===== src/design/thtp_pkg.sv =====
`timescale 1ns / 1ps

package thtp_pkg;

  // datapath widths
  localparam int CRD_W     = 32;
  localparam int DIF_W     = CRD_W + 1;
  localparam int NRM_W     = 2 * DIF_W + 1;
  localparam int PRD_W     = 100;
  localparam int ACC_W     = PRD_W + 1;
  localparam int QUO_W     = 100;
  localparam int Z_W       = QUO_W + 2;
  localparam int NOUT_W    = 64;
  localparam int CFG_IDX_W = 8;

  localparam int FLOOR_UNITS = -1000000;

  typedef enum logic [CFG_IDX_W-1:0] {
    REG_QUERY_X = 8'd0,
    REG_QUERY_Y = 8'd1,
    REG_FLOOR   = 8'd2
  } cfg_reg_t;

  typedef struct packed {
    logic signed [CRD_W-1:0] ax;
    logic signed [CRD_W-1:0] ay;
    logic signed [CRD_W-1:0] az;
    logic signed [CRD_W-1:0] bx;
    logic signed [CRD_W-1:0] by_coord;
    logic signed [CRD_W-1:0] bz;
    logic signed [CRD_W-1:0] cx;
    logic signed [CRD_W-1:0] cy;
    logic signed [CRD_W-1:0] cz;
    logic                    last_triangle;
  } tri_t;

  typedef struct packed {
    logic                     hit;
    logic signed [CRD_W-1:0]  height;
    logic signed [NOUT_W-1:0] normal_x;
    logic signed [NOUT_W-1:0] normal_y;
    logic signed [NOUT_W-1:0] normal_z;
  } res_t;

  typedef enum logic [2:0] {
    ST_IDLE,
    ST_MUL_GO,
    ST_MUL_WAIT,
    ST_DIV_GO,
    ST_DIV_WAIT,
    ST_UPDATE,
    ST_FINISH,
    ST_EMIT
  } state_t;

  // product schedule in pairs: second subtracted, but added in SP_NUM
  typedef enum logic [3:0] {
    SP_AB_0, SP_AB_1,
    SP_AC_0, SP_AC_1,
    SP_BC_0, SP_BC_1,
    SP_NX_0, SP_NX_1,
    SP_NY_0, SP_NY_1,
    SP_NZ_0, SP_NZ_1,
    SP_NUM_0, SP_NUM_1
  } step_t;

  // clamp a normal component to 64 bits
  function automatic logic signed [NOUT_W-1:0] sat64(input logic signed [NRM_W-1:0] v);
    logic signed [NOUT_W-1:0] r;
    if (v[NRM_W-1:NOUT_W-1] == {(NRM_W-NOUT_W+1){v[NOUT_W-1]}}) begin
      r = v[NOUT_W-1:0];
    end else if (v[NRM_W-1]) begin
      r = {1'b1, {(NOUT_W-1){1'b0}}};
    end else begin
      r = {1'b0, {(NOUT_W-1){1'b1}}};
    end
    return r;
  endfunction

  // clamp a height sum to 32 bits
  function automatic logic signed [CRD_W-1:0] sat32(input logic signed [Z_W-1:0] v);
    logic signed [CRD_W-1:0] r;
    if (v[Z_W-1:CRD_W-1] == {(Z_W-CRD_W+1){v[CRD_W-1]}}) begin
      r = v[CRD_W-1:0];
    end else if (v[Z_W-1]) begin
      r = {1'b1, {(CRD_W-1){1'b0}}};
    end else begin
      r = {1'b0, {(CRD_W-1){1'b1}}};
    end
    return r;
  endfunction

endpackage


===== src/design/thtp_mul.sv =====
`timescale 1ns / 1ps

// signed multiplier, one 32x32 partial product per cycle, top chunk first
module thtp_mul (
  input  logic                                clk,
  input  logic                                rst,
  input  logic                                start,
  input  logic signed [thtp_pkg::NRM_W-1:0]   a,
  input  logic signed [thtp_pkg::DIF_W-1:0]   b,
  output logic                                done,
  output logic signed [thtp_pkg::PRD_W-1:0]   p
);

  localparam int CH     = 32;
  localparam int CHUNKS = 3;
  localparam int MAG_W  = CH * CHUNKS;

  logic [MAG_W-1:0]             amag;
  logic [CH-1:0]                bmag;
  logic                         neg;
  logic [1:0]                   cnt;
  logic                         run;
  logic [thtp_pkg::PRD_W-1:0]   pmag;
  logic [thtp_pkg::PRD_W-1:0]   pmag_next;
  logic [CH-1:0]                chunk;
  logic [2*CH-1:0]              part;
  logic signed [thtp_pkg::NRM_W-1:0] a_abs;
  logic signed [thtp_pkg::DIF_W-1:0] b_abs;

  // operand magnitudes
  assign a_abs = a[thtp_pkg::NRM_W-1] ? -a : a;
  assign b_abs = b[thtp_pkg::DIF_W-1] ? -b : b;

  // chunk select and partial product
  always_comb begin
    case (cnt)
      2'd2:    chunk = amag[3*CH-1:2*CH];
      2'd1:    chunk = amag[2*CH-1:CH];
      default: chunk = amag[CH-1:0];
    endcase
    part      = chunk * bmag;
    pmag_next = {pmag[thtp_pkg::PRD_W-CH-1:0], {CH{1'b0}}}
                + {{(thtp_pkg::PRD_W-2*CH){1'b0}}, part};
  end

  // sequencing
  always_ff @(posedge clk) begin
    if (rst) begin
      run  <= 1'b0;
      done <= 1'b0;
      cnt  <= '0;
    end else begin
      done <= 1'b0;
      if (start) begin
        run <= 1'b1;
        cnt <= 2'(CHUNKS - 1);
      end else if (run) begin
        if (cnt == 2'd0) begin
          run  <= 1'b0;
          done <= 1'b1;
        end else begin
          cnt <= cnt - 2'd1;
        end
      end
    end
  end

  // operands and accumulator
  always_ff @(posedge clk) begin
    if (start) begin
      amag <= {{(MAG_W-thtp_pkg::NRM_W){1'b0}}, a_abs};
      bmag <= b_abs[CH-1:0];
      neg  <= a[thtp_pkg::NRM_W-1] ^ b[thtp_pkg::DIF_W-1];
      pmag <= '0;
    end else if (run) begin
      pmag <= pmag_next;
    end
  end

  assign p = neg ? $signed(~pmag + 1'b1) : $signed(pmag);

endmodule


===== config.mk =====
export PLATFORM = sky130hd
export DESIGN_NAME = thtp_mul
export DESIGN_NICKNAME = d
export VERILOG_FILES = /design/src/design/thtp_pkg.sv /design/src/design/thtp_mul.sv
export SDC_FILE = /design/constraint.sdc
export NUM_CORES = 2
export LEC_CHECK = 0
export BUFFER_PORTS_ARGS = -buffer_cell sky130_fd_sc_hd__buf_2
export CORE_MARGIN = 10
export CORE_UTILIZATION = 65
export CTS_CLUSTER_DIAMETER = 80
export DETAILED_ROUTE_END_ITERATION = 8
export GPL_TIMING_DRIVEN = 1
export MAX_ROUTING_LAYER = met4
export PLACE_DENSITY = 0.81
export SLEW_MARGIN = 20
export SYNTH_ARGS = -nofsm -noshare
export SYNTH_HDL_FRONTEND = slang
export SYNTH_SLANG_ARGS = --single-unit

===== constraint.sdc =====
create_clock -name clk -period 18.5 [get_ports clk]
set_clock_uncertainty 0.05 [all_clocks]
set_input_delay 3.7 -clock clk [delete_from_list [all_inputs] [get_ports clk]]
set_output_delay 3.7 -clock clk [all_outputs]
set_load 0.05 [all_outputs]

==> impl_metrics.py <==
metrics = {
    "min_path": {
        "holdPathEnd": "pmag[97]",
        "hp-start": "pmag[97]",
        "holdPathStages": 2,
        "hold_path.class": "reg2reg",
    },
    "clock_network": {
        "post_cts_buffers": 0,
        "h-tree-depth": 1,
        "cts_tree": "yes",
        "cts_hold_buf": 0,
        "cts_root_buf": "clkbuf_16",
        "cts_made_buffers": 30,
        "clk_pin_slew_worst_paths_ps": 60,
        "clock-sinks": 204,
        "cts_buffer_depth": 3,
        "post_cts_resized": 0,
        "insertion_delay_ps": 620,
    },
    "yosys": {
        "ys_ff_latch": 204,
        "synth_cell_types": 76,
        "synth_area_leaders": "fa_1 40%, inv_1 8.5%, ha_1 7.8%, edfxtp_1 6.4%, and2_1 6.2%",
        "synth_top_cell_area_share_pct": 39.54,
        "synth_edf_count": 100,
        "synth_area_leader_cell": "fa_1",
        "synth_flop_cell": "dfxtp_1",
        "syn_nets": 6675,
        "syn_area_per_cell_um2": 8.813,
        "ys_seq_area_share_pct": 10.79,
        "synth.cell_area_mm2": 0.04713,
        "syn_inst": 5348,
        "yosys_warnings": 0,
        "async_reset_ff_share_pct": 0,
    },
    "sta": {
        "drv_slew": 0,
        "max_freq_ghz": 0.09177,
        "worst_pin_slew_ps": 1153,
        "final.setup.tns_ps": 0,
        "period_minus_slack_ps": 10900,
        "slew_headroom_pct": 22.86,
        "rsz0062_at_grt": "false",
        "finalHoldViolCount": 0,
        "finalSetupViolations": 0,
        "period_share_pct": 58.90,
    },
    "setup_path": {
        "worstSetupPathType": "reg2reg",
        "reg2reg_from": "cnt[0]",
        "r2r_end": "pmag[91]",
        "crit_top_cell": "fa_1",
        "cp_slowest_cell": "buf_4",
        "crit_path_end_kind": "register",
        "ff2ff_setup_slack_ps": 7600,
        "cp.arrival_ps": 11370,
        "r2r_cells": 32,
        "worstPathRequired_ps": 18970,
        "startpoint_type": "register",
        "path_max_fanout": 58,
        "cp_slowest_stage_delay_ps": 660,
    },
    "die": {
        "rows": 98,
        "die_area_mm2": 0.08369,
        "initial_utilization_pct": 65.71,
        "die_height_um": 289.3,
        "die-width_um": 289.3,
        "io_pins": 204,
        "coreArea_mm2": 0.07173,
    },
    "placement": {
        "io_buffers": 203,
        "gp_congestion": 1.017,
        "dp_hpwl_um": 106400,
    },
    "route": {
        "drc": 0,
        "routed_via_density": 6.023,
        "drt_first_pass_iters": 6,
        "vias": 38010,
        "wl_um": 135800,
        "ant_nets": 0,
        "drtIter0Drc": 3473,
        "wl_per_cell_um": 21.52,
    },
    "grt": {
        "gr-total-overflow": 0,
        "track_usage_pct": 34.05,
        "grt_first_pass_wirelength_um": 217300,
        "grt_start_max_net_pins": 132,
        "grt_pass1_vias": 40230,
        "grt_antenna_before_repair": 2,
    },
    "outcome": {
        "status": "completed",
    },
    "cells_and_area": {
        "diodes": 0,
        "fillers": 5518,
        "layout-drive-gt1-share_pct": 7.388,
        "area_delta_synth_final_pct": 6.137,
        "nNetsFinal": 6663,
        "fin_util_pct": 69.74,
    },
    "job": {
        "maxCapViolCount": 0,
    },
}
how the worst max path moves through the flow:
stage	end	slack [ps]	start
2_1_floorplan	pmag[98]	9120	cnt[0]
3_3_place_gp	pmag[76]	7750	cnt[0]
3_5_place_dp	pmag[76]	7680	cnt[0]
4_1_cts	pmag[76]	7570	cnt[0]
5_1_grt	pmag[91]	7120	cnt[0]
6_report	pmag[91]	7600	cnt[0]
flip-flops by register name, indices dropped and copies added, names as in the netlist:
| register | cells |
|---|---|
| amag | 67 |
| cnt | 2 |
| run | 1 |
| bmag | 32 |
| pmag | 100 |
| done | 1 |
| neg | 1 |
per-stage QoR:
stage	cells	setup slack, ps	cell area (µm²)	hold slack (ps)
6_report	6310	7603	50030	471.8
5_1_grt	6310	7121	50030	494.9
4_1_cts	6305	7572	49920	474.7
3_5_place_dp	6249	7680	48840	466.8
3_3_place_gp	6247	7749	48810	450.4
2_1_floorplan	5348	9121	47130	420.2
metal layers:
layer	track usage (%)	vias to the layer above	wire, µm
li1	-	16440	-
met1	42.22	19160	50520
met2	54.03	1934	65430
met3	6.409	472	12660
met4	15.25	0	7167
met5	-	-	0
placed cells by master (no fill, tap or decap), types with 13 or more instances in the layout:
| master | Yosys | layout |
|---|---|---|
| a211oi_1 | 18 | 17 |
| a21o_1 | 49 | 49 |
| a21oi_1 | 109 | 106 |
| a31oi_1 | 13 | 13 |
| and2_1 | 466 | 466 |
| and3_1 | 19 | 19 |
| buf_2 | 3 | 202 |
| buf_4 | 2 | 62 |
| clkbuf_16 | 0 | 31 |
| dfxtp_1 | 104 | 103 |
| edfxtp_1 | 100 | 100 |
| fa_1 | 931 | 931 |
| ha_1 | 293 | 292 |
| inv_1 | 1070 | 1070 |
| mux2i_1 | 31 | 31 |
| nand2_1 | 750 | 750 |
| nand2b_1 | 16 | 16 |
| nand3_1 | 78 | 78 |
| nand4_1 | 37 | 37 |
| nor2_1 | 124 | 123 |
| nor3_1 | 29 | 29 |
| nor4_1 | 24 | 24 |
| o211ai_1 | 13 | 13 |
| o21ai_0 | 169 | 140 |
| o21ai_2 | 2 | 23 |
| o21bai_1 | 15 | 15 |
| o31ai_1 | 63 | 63 |
| o41ai_1 | 36 | 36 |
| or2_2 | 17 | 17 |
| or3_1 | 50 | 50 |
| or4_1 | 42 | 42 |
| xnor2_1 | 206 | 206 |
| xor2_1 | 43 | 43 |
cell type report:
| cell class | instances | area, µm² | area share [%] |
|---|---|---|---|
| Timing Repair Buffer | 273 | 1638 | 3.274 |
| Multi-Input combinational cell | 3756 | 37020 | 73.99 |
| Clock inverter | 21 | 271.5 | 0.5427 |
| Tap cell | 950 | 1189 | 2.376 |
| Inverter | 1071 | 4020 | 8.036 |
| Clock buffer | 35 | 804.5 | 1.608 |
| Sequential cell | 204 | 5089 | 10.17 |
cell families after synthesis:
group,share of synthesized area [%]
xor gates and xnor gates,4.627
DFF,10.79
buffers and inverters,11.10
and+or+nand+nor,17.87
muxes,0.6583
adders and majority gates,47.32
AOI/OAI and AO/OA,7.643
critical path, delay by kind of cell, from the launching register on:
| kind | cells | cell delay, ps |
|---|---|---|
| compound gates | 5 | 1280 |
| fa+ha+maj | 10 | 4830 |
| buf+inv | 9 | 1710 |
| flops | 1 | 400 |
| simple gates | 8 | 2490 |
cell usage after synthesis, drive strengths merged, types with 11 or more instances:
| master | n |
|---|---|
| clkbuf | 301 |
| a21o | 49 |
| buf | 16 |
| nor4 | 24 |
| or2 | 21 |
| edfxtp | 100 |
| nand2 | 750 |
| o21ai | 172 |
| or3 | 52 |
| and3 | 19 |
| nor2 | 124 |
| o21a | 11 |
| xnor2 | 206 |
| o211ai | 13 |
| and2 | 466 |
| o41ai | 36 |
| a211oi | 18 |
| inv | 1070 |
| nand2b | 16 |
| ha | 293 |
| nand3 | 78 |
| o21bai | 15 |
| or4 | 44 |
| o31ai | 63 |
| fa | 931 |
| xor2 | 43 |
| mux2i | 31 |
| nand4 | 37 |
| a31oi | 13 |
| nor3 | 30 |
| dfxtp | 104 |
| a21oi | 109 |
Power is left out: the tool's default activity adds up to more than one toggle a clock period on the data nets, which glitch-free logic cannot reach.
