`src/design/thtp_pkg.sv`:
```
`timescale 1ns / 1ps

package thtp_pkg;

  // datapath widths
  localparam int CRD_W     = 32;
  localparam int DIF_W     = CRD_W + 1;
  localparam int NRM_W     = 2 * DIF_W + 1;
  localparam int PRD_W     = 100;
  localparam int ACC_W     = PRD_W + 1;
  localparam int QUO_W     = 100;
  localparam int Z_W       = QUO_W + 2;
  localparam int NOUT_W    = 64;
  localparam int CFG_IDX_W = 8;

  localparam int FLOOR_UNITS = -1000000;

  typedef enum logic [CFG_IDX_W-1:0] {
    REG_QUERY_X = 8'd0,
    REG_QUERY_Y = 8'd1,
    REG_FLOOR   = 8'd2
  } cfg_reg_t;

  typedef struct packed {
    logic signed [CRD_W-1:0] ax;
    logic signed [CRD_W-1:0] ay;
    logic signed [CRD_W-1:0] az;
    logic signed [CRD_W-1:0] bx;
    logic signed [CRD_W-1:0] by_coord;
    logic signed [CRD_W-1:0] bz;
    logic signed [CRD_W-1:0] cx;
    logic signed [CRD_W-1:0] cy;
    logic signed [CRD_W-1:0] cz;
    logic                    last_triangle;
  } tri_t;

  typedef struct packed {
    logic                     hit;
    logic signed [CRD_W-1:0]  height;
    logic signed [NOUT_W-1:0] normal_x;
    logic signed [NOUT_W-1:0] normal_y;
    logic signed [NOUT_W-1:0] normal_z;
  } res_t;

  typedef enum logic [2:0] {
    ST_IDLE,
    ST_MUL_GO,
    ST_MUL_WAIT,
    ST_DIV_GO,
    ST_DIV_WAIT,
    ST_UPDATE,
    ST_FINISH,
    ST_EMIT
  } state_t;

  // product schedule in pairs: second subtracted, but added in SP_NUM
  typedef enum logic [3:0] {
    SP_AB_0, SP_AB_1,
    SP_AC_0, SP_AC_1,
    SP_BC_0, SP_BC_1,
    SP_NX_0, SP_NX_1,
    SP_NY_0, SP_NY_1,
    SP_NZ_0, SP_NZ_1,
    SP_NUM_0, SP_NUM_1
  } step_t;

  // clamp a normal component to 64 bits
  function automatic logic signed [NOUT_W-1:0] sat64(input logic signed [NRM_W-1:0] v);
    logic signed [NOUT_W-1:0] r;
    if (v[NRM_W-1:NOUT_W-1] == {(NRM_W-NOUT_W+1){v[NOUT_W-1]}}) begin
      r = v[NOUT_W-1:0];
    end else if (v[NRM_W-1]) begin
      r = {1'b1, {(NOUT_W-1){1'b0}}};
    end else begin
      r = {1'b0, {(NOUT_W-1){1'b1}}};
    end
    return r;
  endfunction

  // clamp a height sum to 32 bits
  function automatic logic signed [CRD_W-1:0] sat32(input logic signed [Z_W-1:0] v);
    logic signed [CRD_W-1:0] r;
    if (v[Z_W-1:CRD_W-1] == {(Z_W-CRD_W+1){v[CRD_W-1]}}) begin
      r = v[CRD_W-1:0];
    end else if (v[Z_W-1]) begin
      r = {1'b1, {(CRD_W-1){1'b0}}};
    end else begin
      r = {1'b0, {(CRD_W-1){1'b1}}};
    end
    return r;
  endfunction

endpackage

```
`src/design/thtp_div.sv`:
```
`timescale 1ns / 1ps

// restoring signed divider, one quotient bit per cycle, truncates toward zero
module thtp_div (
  input  logic                                clk,
  input  logic                                rst,
  input  logic                                start,
  input  logic signed [thtp_pkg::ACC_W-1:0]   num,
  input  logic signed [thtp_pkg::NRM_W-1:0]   den,
  output logic                                done,
  output logic signed [thtp_pkg::QUO_W:0]     q
);

  localparam int QW    = thtp_pkg::QUO_W;
  localparam int DW    = thtp_pkg::NRM_W;
  localparam int CNT_W = $clog2(QW);

  logic [QW-1:0]    qn;
  logic [DW-1:0]    dmag;
  logic [DW-1:0]    rem;
  logic [DW:0]      rem_sh;
  logic [DW:0]      rem_dif;
  logic             ge;
  logic             neg;
  logic [CNT_W-1:0] cnt;
  logic             run;
  logic signed [thtp_pkg::ACC_W-1:0] num_abs;
  logic signed [DW-1:0]              den_abs;

  assign num_abs = num[thtp_pkg::ACC_W-1] ? -num : num;
  assign den_abs = den[DW-1] ? -den : den;

  // one trial subtraction
  always_comb begin
    rem_sh  = {rem, qn[QW-1]};
    rem_dif = rem_sh - {1'b0, dmag};
    ge      = rem_sh >= {1'b0, dmag};
  end

  // sequencing
  always_ff @(posedge clk) begin
    if (rst) begin
      run  <= 1'b0;
      done <= 1'b0;
      cnt  <= '0;
    end else begin
      done <= 1'b0;
      if (start) begin
        run <= 1'b1;
        cnt <= CNT_W'(QW - 1);
      end else if (run) begin
        if (cnt == '0) begin
          run  <= 1'b0;
          done <= 1'b1;
        end else begin
          cnt <= cnt - 1'b1;
        end
      end
    end
  end

  // remainder and quotient shift register
  always_ff @(posedge clk) begin
    if (start) begin
      qn   <= num_abs[QW-1:0];
      dmag <= den_abs;
      rem  <= '0;
      neg  <= num[thtp_pkg::ACC_W-1] ^ den[DW-1];
    end else if (run) begin
      rem <= ge ? rem_dif[DW-1:0] : rem_sh[DW-1:0];
      qn  <= {qn[QW-2:0], ge};
    end
  end

  assign q = neg ? -$signed({1'b0, qn}) : $signed({1'b0, qn});

endmodule

```
`config.mk`:
```
export PLATFORM = sky130hd
export DESIGN_NAME = thtp_div
export DESIGN_NICKNAME = d
export VERILOG_FILES = /design/src/design/thtp_pkg.sv /design/src/design/thtp_div.sv
export SDC_FILE = /design/constraint.sdc
export NUM_CORES = 1
export LEC_CHECK = 0
export CAP_MARGIN = 0
export CORE_MARGIN = 10
export CORE_UTILIZATION = 45
export CTS_BUF_LIST = sky130_fd_sc_hd__clkbuf_4 sky130_fd_sc_hd__clkbuf_8
export DETAILED_ROUTE_END_ITERATION = 10
export DONT_BUFFER_PORTS = 1
export PLACE_DENSITY = 0.59
export SLEW_MARGIN = 20
export SYNTH_ARGS = -nofsm -noshare
export SYNTH_HDL_FRONTEND = slang
export SYNTH_SLANG_ARGS = --single-unit
```
`constraint.sdc`:
```
create_clock -name clk -period 4.9 [get_ports clk]
set_input_delay 0.245 -clock clk [delete_from_list [all_inputs] [get_ports clk]]
set_output_delay 0.245 -clock clk [all_outputs]
set_load 0.02 [all_outputs]
```
==> results of run 1 <==
## metrics by stage
stage	utilization	area (um^2)	std cells
after floorplan	-	19200	2288
after global placement	0.469	19700	2740
after detailed placement	0.469	19700	2740
after CTS	0.546	23000	3047
after global routing	0.549	23100	3050
final	0.549	23100	3050
## worst paths after layout
kind / endpoint / slack, ns / cells past startpoint / startpoint
worst max-delay path: q[99] / 0.20 / 10 / qn[54]
worst min-delay path: qn[14] / 0.04 / 3 / num[100]
worst min register to register: rem[5] / 0.49 / 2 / rem[5]
worst max register to register: rem[44] / 0.26 / 17 / qn[99]
## synth_stat cells, drive strengths merged, types with 3 or more instances
library cell,n
o21ai,190
a2111oi,5
or4,64
and3,10
edfxtp,168
nor2,230
a221oi,3
inv,95
nor4b,4
or2,12
a31oi,7
xnor2,203
o21bai,7
nand2,194
clkbuf,102
ha,72
mux2i,15
nand3b,3
o21a,11
nand2b,22
nor2b,16
buf,12
nor4,22
a22o,15
a21oi,198
a311oi,3
a41oi,3
o41ai,32
o211ai,22
mux2,15
nor3,38
dfxtp,76
nand3,29
a21o,24
a22oi,3
nand4b,5
nand4,26
or3,53
a21boi,4
o31ai,85
and2,5
xor2,125
a211oi,32
## repair_timing
action,in CTS,in global routing
hold buffers,225,2
resized for setup,8,11
pin swaps,4,1
setup endpoints to repair,3,7
hold endpoints to repair,290,2
## report_power, final
group,switching (mW),internal [mW]
Sequential,0.182,2.46
Combinational,1.38,0.854
Clock,0.933,1.13
Total,2.49,4.45
## routing by layer
metal / up-vias / wire (um) / track usage / part of all wire
met5: - / 0 / 0 / 0
met4: 0 / 2640 / 0.0965 / 0.040
met3: 153 / 5780 / 0.0541 / 0.088
met2: 758 / 30800 / 0.413 / 0.47
met1: 8705 / 26300 / 0.301 / 0.40
li1: 8754 / - / - / -
## critical path: stages, from the launching register on
cell      delay (ns)
edfxtp_1        0.42
or3_1           0.39
or2_2           0.30
or3_1           0.36
or3_1           0.38
or3_4           0.37
or3_4           0.42
nand2b_4        0.19
or4_4           0.57
o31ai_4         0.22
xnor2_2         0.21
## layout make-up
| class | instances | area share |
|---|---|---|
| clock buffers | 63 | 0.0337 |
| clock inverters | 19 | 0.00595 |
| inverters | 95 | 0.0155 |
| multi-input cells | 1835 | 0.520 |
| flip-flops and latches | 244 | 0.284 |
| well taps | 539 | 0.0292 |
| repair buffers | 255 | 0.112 |
## logic make-up after synthesis
logic type | Yosys count | share of synthesized area
AOI/OAI and AO/OA | 664 | 0.215
DFF | 244 | 0.341
xor gates and xnor gates | 328 | 0.149
and+or+nand+nor | 740 | 0.190
buffers and inverters | 209 | 0.0410
muxes | 30 | 0.0166
adders and majority gates | 73 | 0.0479
## state kept, by name (all words and copies together), names as in the netlist
| register | cells |
|---|---|
| cnt | 7 |
| dmag | 67 |
| done | 1 |
| neg | 1 |
| run | 1 |
| rem | 67 |
| qn | 100 |
## cells in the final DEF, fill, tap and decap left out, drive strengths merged, types with 85 or more instances in the layout
cell type,instances
edfxtp,168
nor2,230
inv,96
o31ai,85
nand2,194
xnor2,203
dlygate4sd3,224
o21ai,190
a21oi,198
xor2,125
==> metrics.yaml, run 1 <==
run_status:
  status: "finished clean"
timing:
  skew_ns: 0.0268
  final.setup.tns_ns: 0
  timing.hold.ws_ns: 0.0403
  timing.fmax_mhz: 213
  final_hold_viol_count: 0
  layout_setup_ws_ns: 0.197
  slew_headroom: 0.243
  min_period_ns: 4.70
  setup_viol: 0
  drv_slew: 0
  rsz0062_at_grt: "false"
  fin_crit_sh: 0.960
  tightest_slew_ns: 1.13
yosys:
  synth_top_cell_area_share: 0.262
  synth-seq-cells: 244
  yosysTopAreaCell: "edfxtp_1"
  ys.flop_type: "edfxtp_1"
  async_flop_share: 0
  synthTopCellsByArea: "edfxtp_1 (26%), xnor2_1 (9.2%), dfxtp_1 (7.9%), xor2_1 (5.7%), a21oi_1 (5.1%)"
  syn-instance-count: 2288
  synth_area_um2: 19200
  ys_types: 73
  synth-seq-area-share: 0.341
  ys_warn_count: 0
  postSynthAreaPerCell_um2: 8.41
  syn_nets: 2532
  synth_edf_count: 168
floorplanning:
  initial_utilization: 0.457
  dieWidth_um: 227
  die-area_um2: 51400
  die_h_um: 227
  fp.coreArea_um2: 42100
  num_rows: 75
  ioPinCount: 273
setup_path:
  cp.required_ns: 4.66
  end_kind: "output pin"
  worstSetupPathType: "flip-flop to output pin"
  crit_path_max_fanout: 6
  cp.arrival_ns: 4.46
  cp-start-kind: "flip-flop"
global_route:
  grt_pass1_wl_mm: 101
  grt-ovfl-total: 0
  grt_usage: 0.246
  grt_antenna_before_repair: 0
  grt_pass1_vias: 17800
  grt_max_degree: 248
routing:
  drt_iter0_markers: 1585
  vias_per_cell: 6.02
  wl_per_cell_um: 21.5
  drtPass1Iterations: 5
  drc: 0
  finalWirelength_mm: 65.6
  vias: 18400
  ant_nets: 0
layout:
  drive_gt1_frac: 0.0645
  multi_input_area_um2: 12000
  area.growth.synth_to_final_pct: 20.1
  regArea_um2: 6570
  antenna_cells: 0
  nets: 2720
  fillCellCount: 3868
clocking:
  path_clk_slew_ns: 0.06
  cts_buffers: 45
  cts_root_buf: "clkbuf_8"
  insertion_delay_ns: 0.62
  clockBufferDepth: 3
  cts_sinks: 244
  cts_setup_buffers: 0
  htree_levels: 2
  cts_tree: "built"
place:
  dpl.hpwl_mm: 45.0
  dp_slack_ns: 0.226
  globalplace.congestion: 0.917
  io_buffers: 0
run:
  drv_cap: 0
pwr:
  ir_worst_vdd_mv: 0.203
  power.total_mw: 6.94
  powerDensity_nw_per_um2: 300
  p_leak_nw: 8.42
worst_hold_path:
  hold_class: "input port to flip-flop"
(Power assumes the default switching activity.)
==> inputs of run 2 (changes only) <==
CORE_UTILIZATION = 50   (was 45)
PLACE_DENSITY = 0.64   (was 0.59)
clock period = 4.4 ns   (was 4.9 ns; I/O delays follow)
==> metrics.yaml, run 2 (synthesis results as in run 1) <==
place:
  io_buffers: 0  # unchanged
  dpl.hpwl_mm: 45.0  # +0.11%
  globalplace.congestion: 0.939  # +2.5%
  dp_slack_ns: 0.0738  # -0.152 ns
  placed_cell_area_um2: 20000  # +1.1%
routing:
  met2_length_mm: 32.7  # +6.2%
  vias_per_cell: 6.09  # +1.1%
  drtPass1Iterations: 6  # +1
  drt_iter0_markers: 1926  # +22%
  drc: 0  # unchanged
  ant_nets: 0  # unchanged
  wl_per_cell_um: 21.6  # +0.62%
  wl_met3_mm: 5.67  # -1.9%
  finalWirelength_mm: 67.8  # +3.4%
  wl_met1_mm: 26.9  # +2.1%
  top_layer: "met4"
  vias: 19100  # +3.9%
floorplanning:
  ioPinCount: 273  # unchanged
  dieWidth_um: 216  # -4.7%
  initial_utilization: 0.508  # +0.0518
  die-area_um2: 46700  # -9.1%
  die_h_um: 216  # -4.7%
  fp.coreArea_um2: 37800  # -10%
  num_rows: 71  # -5.3%
global_route:
  grt_usage: 0.275  # +0.0287
  grt_max_degree: 195  # -21%
  grt-ovfl-total: 0  # unchanged
  grt_pass1_wl_mm: 104  # +3.6%
  grt_pass1_vias: 18600  # +4.5%
  grt_antenna_before_repair: 0  # unchanged
clocking:
  insertion_delay_ns: 0.62  # about the same
  path_clk_slew_ns: 0.07  # about the same
  cts_buffers: 45  # unchanged
  clockBufferDepth: 3  # unchanged
  htree_levels: 2  # unchanged
  cts_tree: "built"
  cts_sinks: 244  # unchanged
  cts_root_buf: "clkbuf_8"
layout:
  layout_commonest_cell: "dlygate4sd3_1"
  antenna_cells: 0  # unchanged
  regMostFlops: "qn"
  top_regs: "qn (100), dmag (67), rem (67)"
  final_cell_area_um2: 24300  # +5.3%
  area.growth.synth_to_final_pct: 26.5
  drive_gt1_frac: 0.0945  # +0.0300
  layout_common_cells: "dlygate4sd3_1 (284), nor2_1 (228), xnor2_1 (198), a21oi_1 (196), nand2_1 (193)"
  largest_reg_flops: 100  # unchanged
  nets: 2833  # +4.2%
timing:
  tightest_slew_ns: 1.06  # -0.0748 ns
  min_period_ns: 4.47
  rsz0062_at_grt: "true"
  timing.fmax_mhz: 224
  skew_ns: 0.0298  # +0.00295 ns
  setup_viol: 2  # +2
  timing.hold.ws_ns: 0.0219  # -0.0184 ns
  slew_headroom: 0.295  # +0.0523
  final_hold_viol_count: 0  # unchanged
  layout_setup_ws_ns: -0.0715  # -0.268 ns
  final.setup.tns_ns: -0.0846  # -0.0846 ns
  drv_slew: 0  # unchanged
  fin_crit_sh: 1.02
worst_hold_path:
  hold_class: "input port to flip-flop"
setup_path:
  cp-start-kind: "flip-flop"
  end_kind: "output pin"
  crit_path_max_fanout: 5  # -1
  cp.arrival_ns: 4.25  # -0.21 ns
  cp.required_ns: 4.18  # -0.48 ns
  worstSetupPathType: "flip-flop to output pin"
pwr:
  powerDensity_nw_per_um2: 329  # +9.5%
  p_leak_nw: 9.04  # +7.4%
  ir_worst_vdd_mv: 0.206  # +1.4%
run_status:
  violations: "negative setup slack"
  status: "complete, but fails checks"
run:
  drv_cap: 0  # unchanged
[run 2: per-stage QoR]
stage | power [mW] | std cells | util
5_1_grt | 8.41 | 3134 | 0.643
6_report | 8.01 | 3134 | 0.643
4_1_cts | 7.91 | 3118 | 0.634
2_1_floorplan | 4.67 | 2288 | -
3_3_place_gp | 5.16 | 2745 | 0.527
3_5_place_dp | 5.18 | 2745 | 0.527
[run 2: repair_timing]
action,4_1_cts,5_1_grt
hold endpoints to repair,292,1
buffers inserted,5,13
resized for setup,24,38
hold buffers,287,1
setup endpoints to repair,22,42
cloned,0,3
pin swaps,6,13
[run 2: path summary, 6_finish.rpt]
| path | startpoint | to | slack, ns | cells after the start |
|---|---|---|---|---|
| min reg2reg | rem[49] | rem[50] | 0.50 | 2 |
| min | num[100] | qn[78] | 0.02 | 3 |
| max reg2reg | qn[99] | rem[15] | 0.13 | 19 |
| max | qn[35] | q[99] | -0.07 | 10 |
[run 2: per-layer routing]
layer	vias up	global-route usage
met1	9087	0.332
met3	164	0.0630
met5	-	0
li1	8979	-
met4	0	0.104
met2	852	0.466
[run 2: layout make-up]
cell class              count  area, um^2
multi-input cells        1835       12200
fillers                  3207       13500
inverters                  95         359
flip-flops and latches    244        6570
clock buffers              73         892
well taps                 511         639
repair buffers            368        3610
clock inverters             8        65.1
[run 2: where the power goes]
group / internal, mW / total, mW / leakage (nW) / switching [mW]
Sequential: 2.74 / 2.95 / 2.27 / 0.207
Clock: 1.34 / 2.35 / 0.520 / 1.01
Combinational: 1.10 / 2.71 / 6.25 / 1.61
Total: 5.18 / 8.01 / 9.04 / 2.83
[run 2: worst max-delay path, cell delays in order, from the launching register on]
cell and delay [ns]:
edfxtp_1 0.40, or4_4 0.56, or3_4 0.36, or3_4 0.37
nor4b_4 0.27, nand2_2 0.13, or3_4 0.42, nand2b_4 0.17
or4_4 0.53, o31ai_4 0.23, xnor2_2 0.21
